**config.mk**
```make
export PLATFORM = sky130hd
export DESIGN_NAME = rmt_div
export DESIGN_NICKNAME = d
export VERILOG_FILES = /design/src/rtl/core/rmt_pkg.sv /design/src/rtl/core/rmt_div.sv
export SDC_FILE = /design/constraint.sdc
export NUM_CORES = 1
export LEC_CHECK = 0
export ABC_AREA = 1
export BUFFER_PORTS_ARGS = -buffer_cell sky130_fd_sc_hd__buf_2
export CAP_MARGIN = 20
export CORE_ASPECT_RATIO = 1.1
export CORE_MARGIN = 2
export CORE_UTILIZATION = 40
export DETAILED_ROUTE_END_ITERATION = 10
export PLACE_DENSITY = 0.64
export SKIP_LAST_GASP = 1
export SLEW_MARGIN = 0
export SYNTH_ARGS = -nofsm -noshare
export SYNTH_HDL_FRONTEND = slang
export SYNTH_SLANG_ARGS = --single-unit
```
**constraint.sdc**
```tcl
create_clock -name clk_i -period 3.55 [get_ports clk_i]
set_input_delay 0.1775 -clock clk_i [delete_from_list [all_inputs] [get_ports clk_i]]
set_output_delay 0.1775 -clock clk_i [all_outputs]
set_load 0.02 [all_outputs]
```
**src/rtl/core/rmt_pkg.sv**
```systemverilog
`timescale 1ns / 1ps
// ----------------------------------------------------------------------------
// rmt_pkg
// shared widths, opcodes and arithmetic helpers of the regret matching table
// ----------------------------------------------------------------------------
package rmt_pkg;

  localparam int SET_COUNT   = 4096;
  localparam int MAX_ACTIONS = 8;
  localparam int SET_W       = $clog2(SET_COUNT);
  localparam int SLOT_W      = $clog2(MAX_ACTIONS);
  localparam int ADDR_W      = SET_W + SLOT_W;
  localparam int CNT_W       = 4;
  localparam int N_LIMIT     = (MAX_ACTIONS < 8) ? MAX_ACTIONS : 8;
  localparam int ACC_W       = 48;
  localparam int VAL_W       = 32;
  localparam int SUM_W       = ACC_W + SLOT_W;
  localparam int PROB_W      = 17;
  localparam int DRAW_W      = 16;
  localparam int CUM_W       = PROB_W + SLOT_W;

  localparam logic [2:0] OP_ADD_REGRET = 3'd0;
  localparam logic [2:0] OP_ADD_STRAT  = 3'd1;
  localparam logic [2:0] OP_READ_RM    = 3'd2;
  localparam logic [2:0] OP_SAMPLE     = 3'd3;
  localparam logic [2:0] OP_READ_AVG   = 3'd4;

  // saturating accumulate of a Q16.16 delta into a Q32.16 accumulator
  function automatic logic signed [ACC_W-1:0] sat_add(
    input logic signed [ACC_W-1:0] acc,
    input logic signed [VAL_W-1:0] delta
  );
    logic signed [ACC_W:0] s;
    s = {acc[ACC_W-1], acc} + (ACC_W+1)'(delta);
    if (s[ACC_W] != s[ACC_W-1]) begin
      sat_add = s[ACC_W] ? {1'b1, {(ACC_W-1){1'b0}}} : {1'b0, {(ACC_W-1){1'b1}}};
    end else begin
      sat_add = s[ACC_W-1:0];
    end
  endfunction

  // floor(1.0 / n) in Q1.16 for the legal action counts
  function automatic logic [PROB_W-1:0] uniform_prob(input logic [CNT_W-1:0] n);
    case (n)
      4'd1:    uniform_prob = 17'd65536;
      4'd2:    uniform_prob = 17'd32768;
      4'd3:    uniform_prob = 17'd21845;
      4'd4:    uniform_prob = 17'd16384;
      4'd5:    uniform_prob = 17'd13107;
      4'd6:    uniform_prob = 17'd10922;
      4'd7:    uniform_prob = 17'd9362;
      default: uniform_prob = 17'd8192;
    endcase
  endfunction

endpackage

```
**src/rtl/core/rmt_div.sv**
```systemverilog
`timescale 1ns / 1ps
// ----------------------------------------------------------------------------
// rmt_div
// restoring divider, floor(num * 2^16 / den) for num <= den, one bit a cycle
// ----------------------------------------------------------------------------
module rmt_div import rmt_pkg::*; (
  input  logic              clk_i,
  input  logic              rst_ni,
  input  logic              start_i,
  input  logic [SUM_W-1:0]  num_i,
  input  logic [SUM_W-1:0]  den_i,
  output logic              done_o,
  output logic [PROB_W-1:0] quot_o
);

  logic [SUM_W:0]        rem_q, rem_d, trial;
  logic [SUM_W-1:0]      den_q;
  logic [PROB_W-1:0]     quot_q, quot_d;
  logic [4:0]            cnt_q, cnt_d;
  logic                  busy_q, busy_d, first_q, first_d, done_q, done_d;

  always_comb begin
    rem_d   = rem_q;
    quot_d  = quot_q;
    cnt_d   = cnt_q;
    busy_d  = busy_q;
    first_d = first_q;
    done_d  = 1'b0;
    trial   = first_q ? rem_q : {rem_q[SUM_W-1:0], 1'b0};
    if (start_i) begin
      rem_d   = {1'b0, num_i};
      quot_d  = '0;
      cnt_d   = 5'(PROB_W);
      busy_d  = 1'b1;
      first_d = 1'b1;
    end else if (busy_q) begin
      first_d = 1'b0;
      if (trial >= {1'b0, den_q}) begin
        rem_d  = trial - {1'b0, den_q};
        quot_d = {quot_q[PROB_W-2:0], 1'b1};
      end else begin
        rem_d  = trial;
        quot_d = {quot_q[PROB_W-2:0], 1'b0};
      end
      cnt_d = cnt_q - 5'd1;
      if (cnt_q == 5'd1) begin
        busy_d = 1'b0;
        done_d = 1'b1;
      end
    end
  end

  always_ff @(posedge clk_i or negedge rst_ni) begin
    if (!rst_ni) begin
      busy_q  <= 1'b0;
      done_q  <= 1'b0;
      first_q <= 1'b0;
      cnt_q   <= '0;
    end else begin
      busy_q  <= busy_d;
      done_q  <= done_d;
      first_q <= first_d;
      cnt_q   <= cnt_d;
    end
  end

  always_ff @(posedge clk_i) begin
    rem_q  <= rem_d;
    quot_q <= quot_d;
    if (start_i) begin
      den_q <= den_i;
    end
  end

  assign done_o = done_q;
  assign quot_o = quot_q;

endmodule

```
==> results of run 1 <==
power by group through the flow:
stage               Combinational, mW  Sequential, mW  Clock, mW
floorplan                        4.01            2.23          0
global placement                 5.35            2.28          0
detailed placement               5.37            2.28          0
CTS                              5.46            2.26       1.85
global route                     6.33            2.30       1.91
finish                           5.59            2.27       1.82
metrics by stage:
step                      utilization  area (sq um)  hold slack (ns)  power [mW]  instances
after CTS                       0.493         12900         0.000100        9.57       2264
after global placement          0.445         11700           0.0303        7.63       2165
after detailed placement        0.445         11700           0.0333        7.65       2165
after floorplan                     -         10700           -0.118        6.24       1711
final                           0.495         13000           0.0100        9.67       2265
after global routing            0.495         13000           0.0132        10.5       2265
routing by layer:
metal,vias to the layer above,wire length (um)
li1,5589,-
met1,4809,15700
met2,247,14900
met3,48,1700
met4,0,868
met5,-,0
worst min-delay path: stages:
cell and delay (ns):
buf_2 0.08, nand2_1 0.04, nand2_1 0.05
synth_stat cells (all sizes together):
| master | number |
|---|---|
| nand2 | 742 |
| inv | 349 |
| nor2 | 135 |
| edfxtp | 102 |
| nand3 | 101 |
| ha | 53 |
| o21ai | 35 |
| a21oi | 31 |
| clkbuf | 22 |
| dfxtp | 18 |
| o22ai | 17 |
| xor2 | 17 |
| or2 | 13 |
| buf | 12 |
| nand4 | 12 |
| nor3 | 10 |
| dfrtp | 8 |
| xnor2 | 7 |
| o21bai | 6 |
| nand3b | 5 |
| a21boi | 3 |
| clkinv | 3 |
| nor4 | 3 |
| a21o | 2 |
| and2 | 2 |
| and3 | 2 |
| fa | 1 |
layout make-up:
type | count | area [sq um] | share of cell area
Multi-Input combinational cell | 1197 | 5560 | 0.428
Sequential cell | 128 | 3620 | 0.279
Timing Repair Buffer | 204 | 1450 | 0.111
Inverter | 352 | 1330 | 0.103
Tap cell | 352 | 440 | 0.0339
Clock buffer | 17 | 425 | 0.0327
Clock inverter | 15 | 166 | 0.0128
timing repair:
action,CTS,global route
endpoints found under the setup margin,0,51
hold buffers,67,0
resized for setup,0,12
endpoints found under the hold margin,74,0
path summary, 6_finish.rpt:
kind / start / end / cells past startpoint
setup / recovery: first_q / rem_q[25] / 17
hold / removal: num_i[32] / rem_q[32] / 3
setup reg to reg: first_q / rem_q[25] / 17
hold reg to reg: rem_q[51] / rem_q[51] / 2
max in group asynchronous: rst_ni / first_q / 2
min in group asynchronous: rst_ni / cnt_q[0] / 2
cell families (layout without fill, tap and decap cells):
family	after synthesis	after routing	synth area share
AOI/OAI and AO/OA	94	94	0.0486
xor gates and xnor gates	24	24	0.0197
adders and majority gates	54	54	0.0639
buffers and inverters	386	588	0.142
DFF	128	128	0.339
and+or+nand+nor	1025	1025	0.387
sequential cells by signal, indices dropped and copies added, names as in the netlist:
| signal | count |
|---|---|
| quot_o | 17 |
| done_o | 1 |
| den_q | 51 |
| rem_q | 52 |
| busy_q | 1 |
| cnt_q | 5 |
| first_q | 1 |
==> flow_summary_export.csv, run 1 <==
group,metric,value,unit
worst_setup_path,crit_type,"reg -> reg",
min_path,hp-class,"in -> reg",
sta,tightestPinTransition,0.737,ns
grt,grt.busiest_layer,"met2",
synthesis,yosysUniqueCellTypes,36,
drt,drt-initial-drc-count,766,
grt,grt_pass1_wl,52700,um
worst_setup_path,cp_num_buf_inv,3,
sta,fin_crit_sh,0.935,
worst_setup_path,critPathArrivalTime,3.52,ns
power_and_ir_drop,p_int,4.96,mW
clock_network,clock-root-buffer,"clkbuf_16",
layout,final_nets,2059,
power_and_ir_drop,p_sw,4.72,mW
power_and_ir_drop,peakVddDrop,0.360,mV
drt,first_pass_iters,5,
sta,finalHoldViolCount,0,
drt,vias_per_cell,4.72,
synthesis,ys_ff_latch,128,
layout,antenna_cells,0,
clock_network,clock_path_buffers,2,
clock_network,cts_tree,"done",
synthesis,yosysSeqAreaShare,0.339,
flow_run,drv_cap,0,
power_and_ir_drop,power_per_cell_area,745,mW/mm^2
power_and_ir_drop,p_leak,7.18,nW
sta,fmax,301,MHz
grt,grt_use_total,0.239,
sta,period_needed,3.32,ns
layout,nFillCells,2801,
clock_network,cts_setup_buffers,0,
synthesis,synthesis.nets,1870,
clock_network,cts_buffers,17,
placed_design,gp_congestion,0.964,
sta,fin_skew,0.0180,ns
die,die_w,160,um
grt,grt_pass1_vias,10328,
drt,ant_nets,0,
die,die_area,0.0280,sq mm
layout,drive_gt1_frac,0.109,
sta,drv_slew,0,
layout,syn_to_final_growth,21.6,%
worst_setup_path,crit_required,3.74,ns
power_and_ir_drop,pwr-share-comb,0.578,
die,start_util,0.408,
grt,antenna_found_initial,0,
worst_setup_path,crit_fanout,27,
drt,wl_per_cell,14.6,um
grt,use_met3,0.0404,
worst_setup_path,path_cells,"inv_6 > or2_2 > o21ai_0 > inv_1 > ha_1 > nand2_1 > nor2_1 > nand2_1 > nor2_2 > nand3_1 > nor2_1 > nor2_2 > nand3_4 > buf_12 > nand3_1 > nand3_1 > nand2_1",
synthesis,syn_avg_cell_area,6.25,sq um
worst_setup_path,crit_slowest_cell,"dfrtp_2",
sta,finalWorstSetupSlack,0.230,ns
power_and_ir_drop,p_sw_frac,0.488,
sta,finalSetupViolations,0,
synthesis,netlist.area_leader.share,0.287,
grt,grt_max_degree,66,
layout,layout_commonest_cell,"nand2_1",
drt,drc_errors,0,
outcome,status,"complete, no violations",
clock_network,clk_pin_slew,0.07,ns
synthesis,yosysWarnings,0,
placed_design,port-buffer-count,122,
layout,layout_common_cells,"nand2_1 (739), inv_1 (342), nor2_1 (122)",
drt,via_count,10693,
power_and_ir_drop,p_clk_frac,0.188,
die,die_h,175,um
synthesis,yosysTopAreaCell,"edfxtp_1",
worst_setup_path,critPathCaptureType,"flip-flop",
clock_network,clk_latency,0.45,ns
worst_setup_path,cpPeakStageDelay,0.42,ns
power_and_ir_drop,power_frac_seq,0.234,
grt,use_met1,0.319,
sta,fin_setup_tns,0,ns
sta,timing.slew.headroom,0.508,
grt,use_met2,0.395,
placed_design,dp_hpwl,26000,um
synthesis,ys_top_cells_by_area,"edfxtp_1 (29%), nand2_1 (26%), inv_1 (12%)",
placed_design,pre_cts_ws,0.198,ns
worst_setup_path,r2r_slack,0.23,ns
die,rows,62,
worst_setup_path,cp_top_family,"simple AND/OR/NAND/NOR gates",
synthesis,netlist_area,0.0107,sq mm
die,core,0.0262,sq mm
clock_network,clkSinkCount,128,
worst_setup_path,critical_path.startpoint_type,"flip-flop",
grt,overflow,0,
synthesis,postSynthCellCount,1711,
drt,wirelength,33200,um
die,pin_count,123,
clock_network,htreeDepth,4,
No activity file was read; power rests on OpenSTA's default activity.
==> run 2, diff against run 1 <==
ABC_AREA = not set   (was 1)
CORE_ASPECT_RATIO = not set   (was 1.1)
PLACE_DENSITY = 0.65   (was 0.64)
==> flow_summary_export.csv, run 2 <==
group,metric,value,unit
outcome,status,"finished with violations",
outcome,violations,"setup timing",
layout,largest_reg_flops,52,
grt,grt_pass1_vias,8584,
synthesis,synth_edf_count,102,
layout,antenna_cells,0,
clock_network,htreeDepth,4,
worst_setup_path,crit_type,"reg -> reg",
layout,largest-register,"rem_q",
synthesis,synth.most_common_cell,"nand2_1",
worst_setup_path,crit_fanout,7,
sta,finalHoldViolCount,0,
die,die_w,155,um
sta,drv_slew,0,
grt,grt_pass1_wl,43600,um
placed_design,gp_congestion,0.916,
worst_setup_path,critical_path.startpoint_type,"flip-flop",
synthesis,synthesis.nets,1147,
synthesis,postSynthCellCount,988,
power_and_ir_drop,p_int,7.87,mW
power_and_ir_drop,pwr-share-comb,0.696,
power_and_ir_drop,p_sw,5.73,mW
flow_run,drv_cap,0,
min_path,hp-class,"in -> reg",
drt,first_pass_iters,5,
sta,period_needed,3.77,ns
clock_network,cts_buffers,17,
worst_setup_path,cpPeakStageDelay,0.44,ns
worst_setup_path,critPathArrivalTime,3.93,ns
drt,via_count,8902,
synthesis,ys_top_cells_by_area,"edfxtp_1 (34%), ha_1 (7.3%), mux2_2 (6.6%)",
die,pin_count,123,
layout,final_cells,1640,
drt,drc_errors,0,
clock_network,clock_path_buffers,2,
die,die_h,155,um
synthesis,ys.flop_type,"edfxtp_1",
placed_design,placed_area,0.0111,sq mm
synthesis,synth.top_cells.by_count,"nand2_1 (125), edfxtp_1 (102), nor2_1 (91)",
die,core,0.0224,sq mm
drt,ant_nets,0,
die,die_area,0.0239,sq mm
drt,vias_per_cell,5.43,
layout,final_nets,1501,
clock_network,clk_latency,0.44,ns
clock_network,clk_pin_slew,0.06,ns
clock_network,clkSinkCount,128,
worst_setup_path,cp_num_buf_inv,4,
clock_network,cts_tree,"done",
placed_design,place_inst,1498,
synthesis,yosysWarnings,0,
drt,wirelength,29100,um
die,start_util,0.405,
power_and_ir_drop,power_per_cell_area,968,mW/mm^2
worst_setup_path,crit_slowest_cell,"dfrtp_2",
placed_design,dp_hpwl,18400,um
synthesis,yosysSeqAreaShare,0.399,
sta,timing.slew.headroom,0.388,
worst_setup_path,crit_required,3.71,ns
sta,fin_skew,0.0156,ns
sta,holdWs,0.0345,ns
grt,grt_max_degree,56,
sta,finalWorstSetupSlack,-0.221,ns
power_and_ir_drop,p_leak,6.21,nW
layout,fin_util,0.627,
drt,wl_per_cell,17.8,um
layout,layout_commonest_cell,"buf_4",
sta,finalSetupViolations,39,
synthesis,syn_avg_cell_area,9.19,sq um
synthesis,netlist_area,0.00908,sq mm
power_and_ir_drop,p_sw_frac,0.421,
layout,syn_to_final_growth,54.9,%
sta,tightestPinTransition,0.916,ns
sta,rsz0062_at_grt,"yes",
layout,nFillCells,1716,
layout,layout_common_cells,"buf_4 (173), buf_2 (121), edfxtp_1 (102)",
synthesis,yosysUniqueCellTypes,74,
placed_design,port-buffer-count,122,
die,rows,55,
synthesis,yosysTopAreaCell,"edfxtp_1",
worst_setup_path,critPathCaptureType,"flip-flop",
grt,grt_use_total,0.227,
synthesis,netlist.area_leader.share,0.337,
worst_setup_path,path_cells,"buf_12 > buf_12 > mux2_4 > ha_4 > a21o_1 > a21oi_2 > a21oi_4 > buf_6 > o31a_1 > buf_6 > a311oi_4 > o31ai_4 > mux2i_1 > a211oi_2 > mux2i_1 > o21ai_1",
synthesis,ys_async_sr_fraction,0.0625,
layout,drive_gt1_frac,0.435,
grt,overflow,0,
synthesis,ys_ff_latch,128,
layout,fin_area,0.0141,sq mm
power_and_ir_drop,p_clk_frac,0.129,
sta,fin_crit_sh,1.06,
worst_setup_path,cp_top_family,"compound AO/OA/AOI/OAI gates",
sta,fmax,265,MHz
clock_network,clock-root-buffer,"clkbuf_16",
power_and_ir_drop,peakVddDrop,0.391,mV
grt,antenna_found_initial,0,
power_and_ir_drop,power_frac_seq,0.175,
drt,drt-initial-drc-count,638,
-- run 2: power groups by stage --
| stage | clock (mW) | sequential (mW) | combinational (mW) |
|---|---|---|---|
| floorplan | 0 | 2.32 | 4.35 |
| global placement | 0 | 2.38 | 6.74 |
| detailed placement | 0 | 2.39 | 6.79 |
| CTS | 1.78 | 2.37 | 7.74 |
| global route | 1.83 | 2.43 | 10.1 |
| finish | 1.75 | 2.39 | 9.46 |
-- run 2: worst paths after layout --
check,start,to,depth (start not counted),slack [ns]
worst max register to register,first_q,rem_q[24],16,-0.22
worst min register to register,rem_q[51],rem_q[51],1,0.49
max in group asynchronous,rst_ni,first_q,2,3.24
min in group asynchronous,rst_ni,cnt_q[2],2,0.11
worst min-delay path,num_i[20],rem_q[20],3,0.03
worst max-delay path,first_q,rem_q[24],16,-0.22
-- run 2: per-stage QoR --
step	TNS, ns	setup slack, ns	power, mW
floorplan	-0.0630	-0.0434	6.67
global placement	-4.79	-0.197	9.12
detailed placement	-6.42	-0.227	9.18
CTS	-0.904	-0.129	11.9
global route	-7.77	-0.311	14.4
finish	-2.61	-0.221	13.6
-- run 2: tightest hold or removal path: stages --
cell and delay, ns:
buf_2 0.07, nand2_1 0.04, o21ai_1 0.06
-- run 2: final cells by class --
type / instances / area [sq um] / share of cell area
inverters: 70 / 263 / 0.0187
repair buffers: 388 / 3130 / 0.222
flip-flops and latches: 128 / 3620 / 0.258
clock buffers: 19 / 464 / 0.0330
multi-input cells: 737 / 6110 / 0.434
clock inverters: 13 / 118 / 0.00837
well taps: 285 / 357 / 0.0254
-- run 2: cell families (layout without fill, tap and decap cells) --
logic type | count (synthesis) | after routing | synth area share
AOI/OAI and AO/OA | 249 | 249 | 0.177
xor gates and xnor gates | 42 | 42 | 0.0405
adders and majority gates | 54 | 54 | 0.0753
buffers and inverters | 123 | 490 | 0.0558
DFF | 128 | 128 | 0.399
muxes | 76 | 76 | 0.0913
and+or+nand+nor | 316 | 316 | 0.161
-- run 2: what timing repair did --
action                     CTS  global route
buffers inserted            23            30
setup endpoints to repair   52            52
pin swaps                   54            91
cloned                       4             4
gates resized for setup     98           153
hold buffers                52             0
hold endpoints to repair    59             0
-- run 2: metal layers --
layer,track usage,vias to the layer above,share of wire
met5,0,-,0
met4,0.0648,0,0.028
met3,0.0361,55,0.048
met2,0.386,305,0.48
met1,0.300,4245,0.44
li1,-,4297,-
==> run 3, diff against run 2 <==
ABC_AREA = 1   (was not set)
CORE_UTILIZATION = 60   (was 40)
PLACE_DENSITY = 0.88   (was 0.65)
==> flow_summary_export.csv, run 3 (synthesis results as in run 1) <==
group,metric,value,unit
outcome,status,"complete, no violations",
drt,first_pass_iters,6,
die,pin_count,123,
worst_setup_path,critPathCaptureType,"flip-flop",
sta,fin_crit_sh,0.959,
layout,fin_util,0.732,
layout,nFillCells,1368,
drt,drt-initial-drc-count,1104,
sta,finalHoldViolCount,0,
placed_design,port-buffer-count,122,
layout,drive_gt1_frac,0.106,
clock_network,clk_pin_slew,0.08,ns
layout,final_nets,2042,
worst_setup_path,crit_slowest_cell,"dfrtp_1",
drt,drc_errors,0,
clock_network,cts_tree,"done",
die,die_w,137,um
sta,finalWorstSetupSlack,0.146,ns
sta,period_needed,3.40,ns
clock_network,cts_buffers,17,
drt,via_count,11430,
sta,fin_setup_tns,0,ns
grt,overflow,0,
flow_run,drv_cap,0,
layout,multi_input_area,0.00556,sq mm
grt,grt_pass1_vias,10520,
power_and_ir_drop,p_leak,7.11,nW
placed_design,placed_area,0.0115,sq mm
sta,drv_slew,0,
die,die_area,0.0189,sq mm
worst_setup_path,crit_required,3.75,ns
grt,grt_pass1_wl,54800,um
worst_setup_path,cp_top_family,"simple AND/OR/NAND/NOR gates",
die,core,0.0174,sq mm
worst_setup_path,critPathArrivalTime,3.60,ns
drt,wl_per_cell,17.1,um
layout,largest_reg_flops,52,
worst_setup_path,crit_fanout,24,
layout,largest-register,"rem_q",
layout,layout_commonest_cell,"nand2_1",
grt,grt_use_total,0.382,
sta,holdWs,0.00539,ns
worst_setup_path,critical_path.startpoint_type,"flip-flop",
power_and_ir_drop,peakVddDrop,0.522,mV
layout,fin_area,0.0127,sq mm
layout,syn_to_final_growth,18.8,%
sta,tightestPinTransition,0.757,ns
sta,fin_skew,0.0171,ns
power_and_ir_drop,power_per_cell_area,776,mW/mm^2
worst_setup_path,crit_type,"reg -> reg",
drt,wirelength,36200,um
layout,regArea,0.00362,sq mm
grt,grt_max_degree,72,
sta,timing.slew.headroom,0.495,
clock_network,clock_path_buffers,2,
die,die_h,137,um
drt,ant_nets,0,
worst_setup_path,cp_num_buf_inv,3,
placed_design,pre_cts_ws,0.264,ns
sta,fmax,294,MHz
die,start_util,0.616,
min_path,hp-class,"in -> reg",
layout,antenna_cells,0,
drt,vias_per_cell,5.39,
sta,finalSetupViolations,0,
layout,layout_common_cells,"nand2_1 (739), inv_1 (342), nor2_1 (125)",
worst_setup_path,cpPeakStageDelay,0.43,ns
worst_setup_path,path_cells,"inv_4 > buf_12 > nand2_1 > o21ai_0 > ha_1 > nand2_1 > inv_1 > nand2_1 > nor2_1 > nand4_1 > nand3_1 > nand3_1 > nand3_1 > nand3_1 > nand2_1 > nand2_1",
clock_network,clkSinkCount,128,
placed_design,gp_congestion,0.989,
clock_network,clock-root-buffer,"clkbuf_16",
die,rows,48,
worst_setup_path,cp_common_cell,"nand2_1",
placed_design,dp_hpwl,25700,um
sta,rsz0062_at_grt,"yes",
clock_network,cts_setup_buffers,0,
clock_network,htreeDepth,4,
clock_network,clk_latency,0.45,ns
grt,antenna_found_initial,0,
-- run 3: changes by cell type in the layout (fill, tap and decap cells not counted), moves of 30 or more --
| cell | change |
|---|---|
| inv_1 | +273 |
| mux2_2 | -39 |
| ha_1 | +30 |
| a31oi_1 | -34 |
| buf_4 | -168 |
| nand2_1 | +645 |
| nand3_1 | +84 |
| nor2_1 | +37 |
-- run 3: metrics by stage --
step / power, mW / instances
6_report: 9.86 / 2121
5_1_grt: 10.5 / 2121
4_1_cts: 9.50 / 2120
3_5_place_dp: 7.62 / 2032
3_3_place_gp: 7.51 / 2032
2_1_floorplan: 6.24 / 1711
-- run 3: worst min-delay path: cells and delay by family --
family                 cells  cell delay, ns
buffers and inverters      1            0.07
and+or+nand+nor            2            0.09
-- run 3: metal layers --
| layer | vias to the layer above | GRT usage | wire length (um) |
|---|---|---|---|
| met5 | - | 0 | 0 |
| met4 | 0 | 0.115 | 1050 |
| met3 | 108 | 0.0681 | 3370 |
| met2 | 658 | 0.637 | 16700 |
| met1 | 5106 | 0.507 | 15100 |
| li1 | 5558 | - | - |
-- run 3: what timing repair did --
action                                 in CTS  in global routing
gates resized for setup                     0                  5
hold buffers                               56                  0
setup endpoints to repair                   0                 31
endpoints found under the hold margin      63                  0
-- run 3: path summary, 6_finish.rpt --
check	from	to	slack, ns	depth (start not counted)
setup / recovery	first_q	rem_q[35]	0.15	16
hold / removal	num_i[31]	rem_q[31]	0.005	3
setup reg to reg	first_q	rem_q[35]	0.15	16
hold reg to reg	rem_q[51]	rem_q[51]	0.47	2
max in group asynchronous	rst_ni	cnt_q[2]	3.19	2
min in group asynchronous	rst_ni	first_q	0.15	2
-- run 3: where the power goes --
part	leakage (nW)	switching (mW)	internal, mW
sequential	1.29	0.198	2.08
combinational	5.53	3.94	1.85
clock	0.291	0.854	0.944
total	7.11	4.99	4.87
-- run 3: cell type report --
class | count | area share
clock buffers | 17 | 0.0335
flip-flops and latches | 128 | 0.285
clock inverters | 15 | 0.0129
inverters | 352 | 0.105
repair buffers | 187 | 0.104
multi-input cells | 1197 | 0.438
well taps | 225 | 0.0222
